`src/rtl/core/priority_task_queue_core_assert.svh`:
```
// Assertion macros shared by the queue core.
`ifndef PRIORITY_TASK_QUEUE_CORE_ASSERT_SVH
`define PRIORITY_TASK_QUEUE_CORE_ASSERT_SVH
`ifndef SYNTHESIS
`define PTQ_CHECK(name, ante, cons) \
  name: assert property (@(posedge clk) disable iff (rst) (ante) |-> (cons)) \
    else $error("priority task queue check failed");
`define PTQ_CHECK_NEXT(name, ante, cons) \
  name: assert property (@(posedge clk) disable iff (rst) (ante) |=> (cons)) \
    else $error("priority task queue check failed");
`else
`define PTQ_CHECK(name, ante, cons)
`define PTQ_CHECK_NEXT(name, ante, cons)
`endif
`endif

```
`src/rtl/core/ptq_pkg.sv`:
```
`timescale 1ns / 1ps
package ptq_pkg;

  localparam int PTQ_DEPTH = 16;

  localparam int OPC_W   = 2;
  localparam int PRIO_W  = 3;
  localparam int MIN_W   = 16;
  localparam int TAG_W   = 32;
  localparam int STAT_W  = 2;
  localparam int CNT5_W  = 5;
  localparam int TOTAL_W = 20;

  localparam logic [CNT5_W-1:0]  MAX5      = 5'd31;
  localparam logic [TOTAL_W-1:0] MAX_TOTAL = 20'hFFFFF;

  localparam logic [OPC_W-1:0] OP_INSERT  = 2'd0;
  localparam logic [OPC_W-1:0] OP_REMOVE  = 2'd1;
  localparam logic [OPC_W-1:0] OP_MEASURE = 2'd2;
  localparam logic [OPC_W-1:0] OP_SEARCH  = 2'd3;

  localparam logic [STAT_W-1:0] ST_OK        = 2'd0;
  localparam logic [STAT_W-1:0] ST_EMPTY     = 2'd1;
  localparam logic [STAT_W-1:0] ST_NOT_FOUND = 2'd2;
  localparam logic [STAT_W-1:0] ST_FULL      = 2'd3;

  localparam logic [PRIO_W-1:0] PRIO_L1 = 3'd1;
  localparam logic [PRIO_W-1:0] PRIO_L2 = 3'd2;
  localparam logic [PRIO_W-1:0] PRIO_L3 = 3'd3;
  localparam logic [PRIO_W-1:0] PRIO_L4 = 3'd4;
  localparam logic [PRIO_W-1:0] PRIO_L5 = 3'd5;

  typedef struct packed {
    logic [PRIO_W-1:0] prio;
    logic [MIN_W-1:0]  mins;
    logic [TAG_W-1:0]  tag;
  } entry_t;

  typedef struct packed {
    logic [OPC_W-1:0]  opcode;
    logic [PRIO_W-1:0] task_priority;
    logic [MIN_W-1:0]  task_minutes;
    logic [TAG_W-1:0]  name_tag;
  } cmd_t;

  typedef struct packed {
    logic [STAT_W-1:0]  status;
    logic [CNT5_W-1:0]  found_position;
    logic [CNT5_W-1:0]  task_count;
    logic [TOTAL_W-1:0] total_minutes;
    logic [CNT5_W-1:0]  count_level5;
    logic [CNT5_W-1:0]  count_level4;
    logic [CNT5_W-1:0]  count_level3;
    logic [CNT5_W-1:0]  count_level2;
    logic [CNT5_W-1:0]  count_level1;
  } res_t;

  function automatic logic [CNT5_W-1:0] sat_inc5(input logic [CNT5_W-1:0] v);
    return (v == MAX5) ? v : v + 5'd1;
  endfunction

  function automatic logic [TOTAL_W-1:0] sat_add_total(input logic [TOTAL_W-1:0] acc,
                                                       input logic [MIN_W-1:0] mins);
    logic [TOTAL_W:0] sum;
    sum = {1'b0, acc} + (TOTAL_W + 1)'(mins);
    return sum[TOTAL_W] ? MAX_TOTAL : sum[TOTAL_W-1:0];
  endfunction

endpackage

```
`src/rtl/core/ptq_in_if.sv`:
```
`timescale 1ns / 1ps
interface ptq_in_if import ptq_pkg::*; ();
  logic              valid;
  logic              ready;
  logic [OPC_W-1:0]  opcode;
  logic [PRIO_W-1:0] task_priority;
  logic [MIN_W-1:0]  task_minutes;
  logic [TAG_W-1:0]  name_tag;

  modport source(output valid, output opcode, output task_priority,
                 output task_minutes, output name_tag, input ready);
  modport sink(input valid, input opcode, input task_priority,
               input task_minutes, input name_tag, output ready);
endinterface

```
`src/rtl/core/ptq_out_if.sv`:
```
`timescale 1ns / 1ps
interface ptq_out_if import ptq_pkg::*; ();
  logic               valid;
  logic               ready;
  logic [STAT_W-1:0]  status;
  logic [CNT5_W-1:0]  found_position;
  logic [CNT5_W-1:0]  task_count;
  logic [TOTAL_W-1:0] total_minutes;
  logic [CNT5_W-1:0]  count_level5;
  logic [CNT5_W-1:0]  count_level4;
  logic [CNT5_W-1:0]  count_level3;
  logic [CNT5_W-1:0]  count_level2;
  logic [CNT5_W-1:0]  count_level1;

  modport source(output valid, output status, output found_position, output task_count,
                 output total_minutes, output count_level5, output count_level4,
                 output count_level3, output count_level2, output count_level1,
                 input ready);
  modport sink(input valid, input status, input found_position, input task_count,
               input total_minutes, input count_level5, input count_level4,
               input count_level3, input count_level2, input count_level1,
               output ready);
endinterface

```
`src/rtl/core/ptq_mem.sv`:
```
`timescale 1ns / 1ps
module ptq_mem import ptq_pkg::*; #(
  parameter int DEPTH = PTQ_DEPTH,
  localparam int IDX_W = $clog2(DEPTH)
) (
  input  logic             clk,
  input  logic             we,
  input  logic [IDX_W-1:0] waddr,
  input  entry_t           wdata,
  input  logic [IDX_W-1:0] raddr,
  output entry_t           rdata
);

  entry_t mem [DEPTH];

  always_ff @(posedge clk) begin
    if (we) begin
      mem[waddr] <= wdata;
    end
    rdata <= mem[raddr];
  end

endmodule

```
`src/rtl/core/ptq_engine.sv`:
```
`timescale 1ns / 1ps
`include "priority_task_queue_core_assert.svh"
module ptq_engine import ptq_pkg::*; #(
  parameter int DEPTH = PTQ_DEPTH,
  localparam int IDX_W = $clog2(DEPTH)
) (
  input  logic             clk,
  input  logic             rst,
  ptq_in_if.sink           req,
  output logic             res_valid,
  output res_t             res,
  input  logic             res_ready,
  output logic             mem_we,
  output logic [IDX_W-1:0] mem_waddr,
  output entry_t           mem_wdata,
  output logic [IDX_W-1:0] mem_raddr,
  input  entry_t           mem_rdata
);

  localparam int CNT_W = $clog2(DEPTH + 1);
  localparam int SAT_W = (CNT_W > CNT5_W) ? CNT_W : CNT5_W;
  localparam logic [CNT_W-1:0] FULL = CNT_W'(DEPTH);
  localparam logic [CNT_W-1:0] ONE  = CNT_W'(1);

  localparam logic [2:0] S_IDLE  = 3'd0;
  localparam logic [2:0] S_SCAN  = 3'd1;
  localparam logic [2:0] S_ARM   = 3'd2;
  localparam logic [2:0] S_SHIFT = 3'd3;
  localparam logic [2:0] S_PUT   = 3'd4;
  localparam logic [2:0] S_DONE  = 3'd5;

  logic [2:0]        state;
  logic [CNT_W-1:0]  occ;
  logic [CNT_W-1:0]  iss;
  logic              iss_on;
  logic              pv;
  logic [CNT_W-1:0]  pidx;
  logic [CNT_W-1:0]  pos;
  cmd_t              cmd;
  logic [PRIO_W-1:0] best_prio;
  logic [MIN_W-1:0]  best_mins;

  logic [CNT_W-1:0]  last_idx;
  logic [CNT_W-1:0]  pidx_up;
  logic [CNT_W-1:0]  pidx_dn;
  logic              d_last;
  logic              better;

  function automatic logic [CNT5_W-1:0] clip5(input logic [CNT_W-1:0] v);
    logic [SAT_W-1:0] x;
    x = SAT_W'(v);
    return (x > SAT_W'(MAX5)) ? MAX5 : x[CNT5_W-1:0];
  endfunction

  function automatic res_t status_res(input logic [STAT_W-1:0] s);
    res_t r;
    r = '0;
    r.status = s;
    return r;
  endfunction

  assign last_idx = occ - ONE;
  assign pidx_up  = pidx + ONE;
  assign pidx_dn  = pidx - ONE;
  assign d_last   = (pidx == last_idx);
  assign better   = (mem_rdata.prio > best_prio) ||
                    ((mem_rdata.prio == best_prio) && (mem_rdata.mins < best_mins));

  assign req.ready = (state == S_IDLE);
  assign res_valid = (state == S_DONE);

  assign mem_raddr = iss[IDX_W-1:0];
  assign mem_we    = ((state == S_SHIFT) && pv) || (state == S_PUT);

  always_comb begin
    if (state == S_PUT) begin
      mem_waddr = pos[IDX_W-1:0];
      mem_wdata = '{prio: cmd.task_priority, mins: cmd.task_minutes, tag: cmd.name_tag};
    end else if (cmd.opcode == OP_INSERT) begin
      mem_waddr = pidx_up[IDX_W-1:0];
      mem_wdata = mem_rdata;
    end else begin
      mem_waddr = pidx_dn[IDX_W-1:0];
      mem_wdata = mem_rdata;
    end
  end

  always_ff @(posedge clk) begin
    if (rst) begin
      state  <= S_IDLE;
      occ    <= '0;
      iss_on <= 1'b0;
      pv     <= 1'b0;
    end else begin
      unique case (state)
        S_IDLE: begin
          if (req.valid) begin
            cmd    <= '{opcode: req.opcode, task_priority: req.task_priority,
                        task_minutes: req.task_minutes, name_tag: req.name_tag};
            iss    <= '0;
            iss_on <= 1'b1;
            pv     <= 1'b0;
            unique case (req.opcode)
              OP_INSERT: begin
                priority if (occ == FULL) begin
                  res   <= status_res(ST_FULL);
                  state <= S_DONE;
                end else if (req.task_priority == PRIO_L5 || occ == '0) begin
                  res   <= status_res(ST_OK);
                  pos   <= '0;
                  state <= S_ARM;
                end else if (req.task_priority == PRIO_L1) begin
                  res   <= status_res(ST_OK);
                  pos   <= occ;
                  state <= S_ARM;
                end else begin
                  res   <= status_res(ST_OK);
                  state <= S_SCAN;
                end
              end
              OP_SEARCH: begin
                if (occ == '0) begin
                  res   <= status_res(ST_EMPTY);
                  state <= S_DONE;
                end else begin
                  res   <= status_res(ST_NOT_FOUND);
                  state <= S_SCAN;
                end
              end
              OP_REMOVE, OP_MEASURE: begin
                if (occ == '0) begin
                  res   <= status_res(ST_EMPTY);
                  state <= S_DONE;
                end else begin
                  res   <= status_res(ST_OK);
                  state <= S_SCAN;
                end
              end
            endcase
          end
        end

        S_SCAN: begin
          if (iss_on) begin
            pv   <= 1'b1;
            pidx <= iss;
            if (iss == last_idx) begin
              iss_on <= 1'b0;
            end else begin
              iss <= iss + ONE;
            end
          end else begin
            pv <= 1'b0;
          end
          if (pv) begin
            unique case (cmd.opcode)
              OP_INSERT: begin
                if (mem_rdata.prio < cmd.task_priority) begin
                  pos   <= pidx;
                  state <= S_ARM;
                end else if (d_last) begin
                  pos   <= occ;
                  state <= S_ARM;
                end
              end
              OP_REMOVE: begin
                if (pidx == '0 || better) begin
                  best_prio <= mem_rdata.prio;
                  best_mins <= mem_rdata.mins;
                  pos       <= pidx;
                end
                if (d_last) begin
                  state <= S_ARM;
                end
              end
              OP_MEASURE: begin
                res.total_minutes <= sat_add_total(res.total_minutes, mem_rdata.mins);
                unique case (mem_rdata.prio)
                  PRIO_L5: res.count_level5 <= sat_inc5(res.count_level5);
                  PRIO_L4: res.count_level4 <= sat_inc5(res.count_level4);
                  PRIO_L3: res.count_level3 <= sat_inc5(res.count_level3);
                  PRIO_L2: res.count_level2 <= sat_inc5(res.count_level2);
                  PRIO_L1: res.count_level1 <= sat_inc5(res.count_level1);
                  default: ;
                endcase
                if (d_last) begin
                  res.task_count <= clip5(occ);
                  state          <= S_DONE;
                end
              end
              OP_SEARCH: begin
                if (mem_rdata.tag == cmd.name_tag) begin
                  res.status         <= ST_OK;
                  res.found_position <= clip5(pidx_up);
                  state              <= S_DONE;
                end else if (d_last) begin
                  state <= S_DONE;
                end
              end
            endcase
          end
        end

        S_ARM: begin
          pv <= 1'b0;
          if (cmd.opcode == OP_INSERT) begin
            iss    <= last_idx;
            iss_on <= (pos != occ);
          end else begin
            iss    <= pos + ONE;
            iss_on <= ((pos + ONE) != occ);
          end
          state <= S_SHIFT;
        end

        S_SHIFT: begin
          if (iss_on) begin
            pv   <= 1'b1;
            pidx <= iss;
            if (cmd.opcode == OP_INSERT) begin
              if (iss == pos) begin
                iss_on <= 1'b0;
              end else begin
                iss <= iss - ONE;
              end
            end else begin
              if (iss == last_idx) begin
                iss_on <= 1'b0;
              end else begin
                iss <= iss + ONE;
              end
            end
          end else begin
            pv <= 1'b0;
          end
          if (!iss_on && !pv) begin
            if (cmd.opcode == OP_INSERT) begin
              state <= S_PUT;
            end else begin
              occ   <= occ - ONE;
              state <= S_DONE;
            end
          end
        end

        S_PUT: begin
          occ   <= occ + ONE;
          state <= S_DONE;
        end

        S_DONE: begin
          if (res_ready) begin
            state <= S_IDLE;
          end
        end

        default: begin
          state <= S_IDLE;
        end
      endcase
    end
  end

  `PTQ_CHECK(a_occ_bound, 1'b1, occ <= FULL)
  `PTQ_CHECK(a_no_rw_clash, mem_we && iss_on && (state == S_SHIFT), mem_raddr != mem_waddr)
  `PTQ_CHECK(a_put_not_full, state == S_PUT, occ != FULL)
  `PTQ_CHECK_NEXT(a_put_grows, state == S_PUT, occ == $past(occ) + ONE)
  `PTQ_CHECK_NEXT(a_done_holds, (state == S_DONE) && !res_ready,
                  (state == S_DONE) && $stable(res))

endmodule

```
`src/rtl/core/priority_task_queue_core.sv`:
```
`timescale 1ns / 1ps
// Channel  Role    Contents
// req      sink    opcode, task_priority, task_minutes, name_tag
// rsp      source  status, found_position, task_count, total_minutes, count_level5..1
//
// The task list sits in a single memory with one read and one write port, and an
// operation that needs the entries walks them one entry per cycle. Measure and search
// scan the list; remove is a scan followed by a shift, and insert a scan (skipped for
// priorities 5 and 1 and for an empty list) followed by a shift.
// Reset clears the occupancy, the sequencer and the output valid flag; entries need no
// clearing. A new request is taken while the previous response waits in the output
// register; a stalled response holds the sequencer in its final step.
module priority_task_queue_core import ptq_pkg::*; #(
  parameter int DEPTH = PTQ_DEPTH
) (
  input logic       clk,
  input logic       rst,
  ptq_in_if.sink    req,
  ptq_out_if.source rsp
);

  localparam int IDX_W = $clog2(DEPTH);

  logic             mem_we;
  logic [IDX_W-1:0] mem_waddr;
  entry_t           mem_wdata;
  logic [IDX_W-1:0] mem_raddr;
  entry_t           mem_rdata;

  logic res_valid;
  logic res_ready;
  res_t res;
  logic out_valid;
  res_t out_res;

  ptq_mem #(
    .DEPTH(DEPTH)
  ) u_mem (
    .clk  (clk),
    .we   (mem_we),
    .waddr(mem_waddr),
    .wdata(mem_wdata),
    .raddr(mem_raddr),
    .rdata(mem_rdata)
  );

  ptq_engine #(
    .DEPTH(DEPTH)
  ) u_engine (
    .clk      (clk),
    .rst      (rst),
    .req      (req),
    .res_valid(res_valid),
    .res      (res),
    .res_ready(res_ready),
    .mem_we   (mem_we),
    .mem_waddr(mem_waddr),
    .mem_wdata(mem_wdata),
    .mem_raddr(mem_raddr),
    .mem_rdata(mem_rdata)
  );

  assign res_ready = !out_valid || rsp.ready;

  always_ff @(posedge clk) begin
    if (rst) begin
      out_valid <= 1'b0;
    end else if (res_valid && res_ready) begin
      out_valid <= 1'b1;
    end else if (rsp.ready) begin
      out_valid <= 1'b0;
    end
  end

  always_ff @(posedge clk) begin
    if (res_valid && res_ready) begin
      out_res <= res;
    end
  end

  assign rsp.valid          = out_valid;
  assign rsp.status         = out_res.status;
  assign rsp.found_position = out_res.found_position;
  assign rsp.task_count     = out_res.task_count;
  assign rsp.total_minutes  = out_res.total_minutes;
  assign rsp.count_level5   = out_res.count_level5;
  assign rsp.count_level4   = out_res.count_level4;
  assign rsp.count_level3   = out_res.count_level3;
  assign rsp.count_level2   = out_res.count_level2;
  assign rsp.count_level1   = out_res.count_level1;

endmodule

```
`src/flat_wrapper.sv`:
```
// flat-port wrapper written by rule: the top's interface ports become plain ports
module priority_task_queue_core_flat import ptq_pkg::*;
#(
  parameter int DEPTH = PTQ_DEPTH
)
  (clk, rst, req_valid, req_opcode, req_task_priority, req_task_minutes, req_name_tag, req_ready, rsp_valid, rsp_status, rsp_found_position, rsp_task_count, rsp_total_minutes, rsp_count_level5, rsp_count_level4, rsp_count_level3, rsp_count_level2, rsp_count_level1, rsp_ready);
  ptq_in_if req_i ();
  ptq_out_if rsp_i ();
  input logic clk;
  input logic rst;
  input wire logic [$bits(req_i.valid)-1:0] req_valid;
  input wire logic [$bits(req_i.opcode)-1:0] req_opcode;
  input wire logic [$bits(req_i.task_priority)-1:0] req_task_priority;
  input wire logic [$bits(req_i.task_minutes)-1:0] req_task_minutes;
  input wire logic [$bits(req_i.name_tag)-1:0] req_name_tag;
  output wire logic [$bits(req_i.ready)-1:0] req_ready;
  output wire logic [$bits(rsp_i.valid)-1:0] rsp_valid;
  output wire logic [$bits(rsp_i.status)-1:0] rsp_status;
  output wire logic [$bits(rsp_i.found_position)-1:0] rsp_found_position;
  output wire logic [$bits(rsp_i.task_count)-1:0] rsp_task_count;
  output wire logic [$bits(rsp_i.total_minutes)-1:0] rsp_total_minutes;
  output wire logic [$bits(rsp_i.count_level5)-1:0] rsp_count_level5;
  output wire logic [$bits(rsp_i.count_level4)-1:0] rsp_count_level4;
  output wire logic [$bits(rsp_i.count_level3)-1:0] rsp_count_level3;
  output wire logic [$bits(rsp_i.count_level2)-1:0] rsp_count_level2;
  output wire logic [$bits(rsp_i.count_level1)-1:0] rsp_count_level1;
  input wire logic [$bits(rsp_i.ready)-1:0] rsp_ready;
  assign req_i.valid = req_valid;
  assign req_i.opcode = req_opcode;
  assign req_i.task_priority = req_task_priority;
  assign req_i.task_minutes = req_task_minutes;
  assign req_i.name_tag = req_name_tag;
  assign req_ready = req_i.ready;
  assign rsp_valid = rsp_i.valid;
  assign rsp_status = rsp_i.status;
  assign rsp_found_position = rsp_i.found_position;
  assign rsp_task_count = rsp_i.task_count;
  assign rsp_total_minutes = rsp_i.total_minutes;
  assign rsp_count_level5 = rsp_i.count_level5;
  assign rsp_count_level4 = rsp_i.count_level4;
  assign rsp_count_level3 = rsp_i.count_level3;
  assign rsp_count_level2 = rsp_i.count_level2;
  assign rsp_count_level1 = rsp_i.count_level1;
  assign rsp_i.ready = rsp_ready;
  priority_task_queue_core #(.DEPTH(DEPTH)) u_core (.clk(clk), .rst(rst), .req(req_i), .rsp(rsp_i));
endmodule
```
`config.mk`:
```
export PLATFORM = sky130hd
export DESIGN_NAME = priority_task_queue_core_flat
export DESIGN_NICKNAME = d
export VERILOG_FILES = /design/src/rtl/core/ptq_pkg.sv /design/src/rtl/core/ptq_in_if.sv /design/src/rtl/core/ptq_out_if.sv /design/src/rtl/core/ptq_mem.sv /design/src/rtl/core/ptq_engine.sv /design/src/rtl/core/priority_task_queue_core.sv /design/src/flat_wrapper.sv
export VERILOG_INCLUDE_DIRS = /design/src /design/src/rtl/core
export SDC_FILE = /design/constraint.sdc
export NUM_CORES = 1
export LEC_CHECK = 0
export ABC_AREA = 1
export ABC_CLOCK_PERIOD_IN_PS = 5400
export BUFFER_PORTS_ARGS = -buffer_cell sky130_fd_sc_hd__buf_2
export CORE_AREA = 2 2 239 336
export DETAILED_ROUTE_END_ITERATION = 6
export DIE_AREA = 0 0 241 338
export GPL_TIMING_DRIVEN = 0
export HOLD_SLACK_MARGIN = 0.12
export MAX_ROUTING_LAYER = met4
export PLACE_DENSITY = 0.82
export SYNTH_ARGS = -nofsm -noshare
export SYNTH_HDL_FRONTEND = slang
export SYNTH_SLANG_ARGS = --single-unit
export TNS_END_PERCENT = 30
```
`constraint.sdc`:
```
create_clock -name clk -period 5.4 [get_ports clk]
set_input_delay 0.81 -clock clk [delete_from_list [all_inputs] [get_ports clk]]
set_output_delay 0.81 -clock clk [all_outputs]
set_load 0.05 [all_outputs]
```
Yosys cells after proc, flatten, opt, wreduce, memory -nomap -nowiden --
Memories as Yosys holds them, arrays and structs flattened. A register that Yosys moved wholly into a read port is not among the register bits. Cells that the tools add are included.
Word-level totals: output and inout bits 59, bits in writable memories 816, bits in registers 212, input port bits 57, memories kept 1, logic and storage cells 233
Operators by class: reductions and logical operators 42, add/subtract/negate cells 13, bitwise operators 1, equal/unequal tests 59, $lt $le $gt $ge 5, muxes and demuxes 80
Memory list:
- u_core.u_mem.mem | depth 16, width 51, read ports 1, clocked after Yosys merged registers in 1, write ports 1, line ptq_mem.sv:14 | entry_t mem [DEPTH];
Operator list (number):
- $mux W57 | 4
- $pmux W57 S3 | 1
- $mux W5 | 31
- $pmux W57 S2 | 1
- $mux W56 | 1
- $mux W51 | 1
- $mux W50 | 1
- $add A5 B1 Y5 const B | 9
- $reduce_and A7 Y1 | 5
- $eq A32 B32 Y1 | 1
- $eq A5 B5 Y1 const B | 6
- $mux W3 | 10
- $ne A2 B2 Y1 const B | 15
- $pmux W5 S2 | 3
- $add A20 B16 Y21 | 1
- $mux W20 | 1
- $pmux W5 S4 | 1
- $pmux W3 S6 | 1
- $reduce_and A6 Y1 | 3
- $lt A16 B16 Y1 | 1
- $ne A2 B1 Y1 const B | 8
- $eq A3 B3 Y1 const B | 5
- $eq A5 B5 Y1 | 3
- $mux W1 | 14
- other kinds (39) | 73

Logic depth before layout (Yosys ltp) --
depth after elaboration 8, depth in mapped cells 17

Modules after synthesis --
Synthesis repeated with hierarchy kept, for this count alone.
Second synthesis, totals: cell total of the unflattened synthesis 4556, area, all modules 47082.7 sq um
By module, submodules not included:
- ptq_mem | area each 35788.1 sq um, cells an instance 3361, times used 1, seq. area each 25524.5 sq um
- ptq_engine | area each 9535.4 sq um, cells an instance 1132, times used 1, seq. area each 4524.3 sq um
- priority_task_queue_core | area each 1759.2 sq um, cells an instance 63, times used 1, seq. area each 1731.7 sq um

Least setup slack after synthesis --
Ideal clock, no wire load.
path type register -> register, start point register u_core.u_engine.state[1], end point register u_core.u_engine.res[15] (netlist name), cell stages (with the launch flop) 11, data arrival time 5414 ps, path slack -365 ps, data required time 5049 ps, cell sequence dfxtp_1 > buf_2 > nor2_2 > inv_2 > nor2_1 > inv_1 > nor2_1 > nor2_1 > nor3_2 > inv_2 > a21oi_1
On the way: longest elaborated chain between the ends 3, elaborated cells between the ends (all ways) 9, those cells by class 6 x eq/ne; 3 x reduce/logical
RTL lines:
- start: declaration | line ptq_engine.sv:32 | logic [2:0] state;
- start signal: assignment | line ptq_engine.sv:90 | state <= S_IDLE;
- start signal: assignment | line ptq_engine.sv:107 | state <= S_DONE;
- start signal: assignment | line ptq_engine.sv:111 | state <= S_ARM;
- $logic_not A3 Y1 *
- via req_ready | line flat_wrapper.sv:16 | output wire logic [$bits(req_i.ready)-1:0] req_ready;
- $ne A2 B2 Y1 (no source line) or $reduce_bool A2 Y1 (tied branches)
- $reduce_and A7 Y1 (no source line) *
The timed path passes the listed nets; every way through them passes the cells marked *. A chain may end at the register's enable or synchronous reset.

Worst setup path in the final report --
start point register u_core.u_engine.state[2], end point memory u_core.u_mem.mem[5][33] in the netlist's numbering (enable)
On the way: longest elaborated chain between the ends 5, elaborated cells between the ends (all ways) 7, those cells by class 2 x eq/ne; 3 x mux; 2 x reduce/logical
RTL lines:
- $eq A3 B2 Y1 | line ptq_engine.sv:73 | assign mem_we = ((state == S_SHIFT) && pv) || (state == S_PUT);
- $logic_and A1 B1 Y1 | line ptq_engine.sv:73
- $logic_or A1 B1 Y1 | line ptq_engine.sv:73
- $mux W1 | line ptq_mem.sv:17 | if (we) begin
- $mux W1 (not written as such) | line ptq_mem.sv:18 | mem[waddr] <= wdata;
- end: declaration | line ptq_mem.sv:14
Parallel ways exist; a longest one is shown, timed or not.

==> flow_metrics.tcl <==
set metrics [dict create \
    status "finished, violations left" \
    violations "DRC, capacitance limit, slew limit" \
    gp_congestion 0.9407 \
    die_w_um 241 \
    fin_crit_ns 3.706 \
    multiInputGateArea_um2 10570 \
    synth_compound_area_share_pct 10.95 \
    grt_setup_unrepaired "false" \
    pre_cts_slack_ns 1.799 \
    port-buffer-count 114 \
    relSlewSlack_pct -2.911 \
    start_util_pct 55.62 \
    cts.sinks 1079 \
    grtUsageTotal_pct 30.20 \
    cts_tree "done" \
    cts_hold_buf 0 \
    utilization_pct 63.32 \
    cts_resized 0 \
    pin_count 116 \
    dr.pass1.iters 7 \
    slew_violations 11 \
    final_cells 4885 \
    dp.cells 4694 \
    drive_gt1_share_pct 10.66 \
    synthFlopType "edfxtp_1" \
    crit_type "reg -> reg" \
    route.detailed.drc 5 \
    worst_slew_pin_slew_ns 1.544 \
    power_leakage_nw 17.10 \
    synth.area.mux_share_pct 0 \
    synth_adder_area_share_pct 1.709 \
    min_path_type "in -> reg" \
    synth_top_family_by_area "compound AO/OA/AOI/OAI gates" \
    avgSynthCellArea_um2 12.50 \
    nets 3858 \
    timing.rr.end "u_core.u_mem.mem[5][33]" \
    post_cts_buffers 0 \
    synth_edf_count 1017 \
    syn_inst 3490 \
    synth_top_area_share_pct 69.99 \
    fmax_mhz 269.8 \
    synthXorXnorAreaFrac_pct 0.7627 \
    synth_area_um2 43640 \
    cp-end-kind "flip-flop" \
    ys_types 52 \
    dieArea_um2 81460 \
    critPathRequiredTime_ns 5.76 \
    hold_end "u_core.u_engine.cmd[31]" \
    crit_fanout 27 \
    ir_worst_vdd_v 0.0003026 \
    synth_area_leaders "edfxtp_1 70%, o21ai_0 5.6%, nor2_1 4.6%, nand2_1 3.5%, dfxtp_1 2.8%" \
    clockBufferDepth 3 \
    tns_ns 0 \
    synth_largest_area_cell "edfxtp_1" \
    core_um2 78460 \
    vias_per_cell 6.236 \
    drt-wirelength-per-cell_um 24.57 \
    clk_pin_slew_ns 0.07 \
    synthSimpleGateAreaFrac_pct 10.46 \
    finalSetupViolCount 0 \
    vias 30460 \
    synth-seq-cells 1079 \
    drv_cap 1 \
    startpoint_type "flip-flop" \
    synthToLayoutAreaGrowth_pct 13.85 \
    cts-htree-levels 3 \
    rrSetupSlack_ns 1.69 \
    antenna_found_initial 3 \
    die_h_um 338 \
    r2r_cells 8 \
    fillers 5463 \
    async_flop_share_pct 0 \
    antenna_left 0 \
    power_density_nw_per_um2 550.9 \
    yosysSeqAreaShare_pct 72.83 \
    layout_setup_ws_ns 1.694 \
    arrival_ns 4.06 \
    clkLatencyLatePin_ns 0.69 \
    fin_crit_sh_pct 68.63 \
    cts_made_buffers 98 \
    dp_hpwl_mm 80.75 \
    syn-num-nets 3606 \
    drt_iter0_drc 3836 \
    r2r-start "u_core.u_engine.state[2]" \
    clock-root-buffer "clkbuf_16" \
    seq_area_um2 31780 \
    worst_hold_startpoint "req_name_tag[31]" \
    grt_pass1_vias 30110 \
    yosys_warnings 0 \
    grt_overflow 0 \
    hold_viol 0 \
    grt_pass1_wl_mm 175.8 \
    routed_wl_mm 120.0 \
    grt_max_degree 39 \
    whs_path_depth 1 \
    finClkSkew_ns 0.02886 \
    row_count 122 \
]
==> critical path, stage by stage, from the launching register on <==
cell     delay (ns)
dfxtp_1        0.52
inv_2          0.09
nor2_4         0.45
inv_2          0.11
buf_2          0.23
o21ai_1        0.35
nand2_1        0.37
nor2_4         0.90
buf_12         0.31
==> worst max path at each step <==
stage | slack [ns] | cells past startpoint | start | to
6_report | 1.69 | 8 | u_core.u_engine.state[2] | u_core.u_mem.mem[5][33]
3_5_place_dp | 1.80 | 10 | u_core.u_engine.state[1] | u_core.u_mem.mem[5][35]
4_1_cts | 1.78 | 10 | u_core.u_engine.state[1] | u_core.u_mem.mem[13][32]
5_1_grt | 1.64 | 10 | u_core.u_engine.state[1] | u_core.u_mem.mem[5][32]
2_1_floorplan | 0.54 | 10 | u_core.u_engine.state[1] | u_core.u_engine.res[15]
3_3_place_gp | -1.31 | 8 | rst | u_core.u_engine.res[46]
==> flip-flops by register name, summed over array words and instances (netlist names), 16 cells and up <==
register / flops
u_core.u_engine.res: 57
u_core.rsp.total_minutes: 20
u_core.u_engine.best_mins: 16
u_core.u_mem.rdata: 51
u_core.u_engine.cmd: 53
u_core.u_mem.mem: 816
==> per-stage QoR <==
| stage | hold WS (ns) | area, um^2 | power, W |
|---|---|---|---|
| after floorplan | 0.4003 | 43640 | 0.01681 |
| after global placement | 0.4026 | 45530 | 0.01943 |
| after detailed placement | 0.4054 | 46290 | 0.01988 |
| after CTS | 0.2823 | 49660 | 0.02705 |
| after global routing | 0.2933 | 49680 | 0.02829 |
| final | 0.2938 | 49680 | 0.02737 |
==> cell usage in the layout (no fill, tap or decap), types with 8 or more instances in the layout <==
master     synthesis  layout
buf_12             0      25
xor2_1            18      18
buf_4              3      11
o221ai_1          83      83
o21ai_0          485     459
dfxtp_1           62      62
a21oi_1           68      68
nor2_4             3      21
clkinv_2           0      10
o211ai_1          26      26
buf_2             28     144
o22ai_1          129     129
buf_1             22      22
clkbuf_16          0     100
o21ai_1            5      31
nand3_1          122     122
inv_2             16      16
inv_6              0       8
nand4_1            8       8
clkinv_1           4      16
edfxtp_1        1017    1017
nand2_1          405     405
clkbuf_8           0      10
nor2_1           537     519
bufinv_16          0      12
clkbuf_1         138     160
xnor2_1           20      20
ha_1              58      58
a21oi_2           11      11
inv_1            154     154
==> Yosys cell counts (3+ instances only) <==
library cell and instances:
edfxtp_1 1017, nor2_1 537, o21ai_0 485, nand2_1 405
inv_1 154, clkbuf_1 138, o22ai_1 129, nand3_1 122
o221ai_1 83, a21oi_1 68, dfxtp_1 62, ha_1 58
buf_2 28, o211ai_1 26, buf_1 22, xnor2_1 20
xor2_1 18, inv_2 16, a21oi_2 11, nand4_1 8
nand2_2 7, nor3_1 7, nand3b_1 5, o21ai_1 5
a31oi_1 4, clkinv_1 4, nor2_2 4, nor3b_1 4
a221oi_1 3, buf_4 3, nor2_4 3, nor4_1 3
nor4_2 3, o21ai_2 3, or2_1 3
==> logic make-up after synthesis <==
kind of cell    Yosys count
buf+inv                 367
simple gates           1120
flops                  1079
compound gates          827
xor+xnor                 38
fa+ha+maj                59
==> final cells by class <==
cell class	count	share of cell area, %
inverters	174	1.315
well taps	1054	2.654
clock inverters	52	1.284
multi-input cells	2044	21.27
flip-flops and latches	1079	63.97
plain buffers	193	1.569
repair buffers	152	2.438
clock buffers	132	5.480
diodes	5	0.02518
==> where the power goes <==
group          total (W)  switching [W]  internal, W
combinational    0.00825        0.00626      0.00199
clock            0.00723        0.00309      0.00415
sequential        0.0119       0.000441       0.0114
==> layer usage <==
metal  share of wire (%)  up-vias  global-route usage (%)
met1                  32    14290                   32.41
met4                 7.5        0                   20.49
met3                  11      624                   6.344
met2                  49     2355                   50.26
met5                   0        -                       -
li1                    -    13190                       -
No activity file was read; power rests on OpenSTA's default activity.
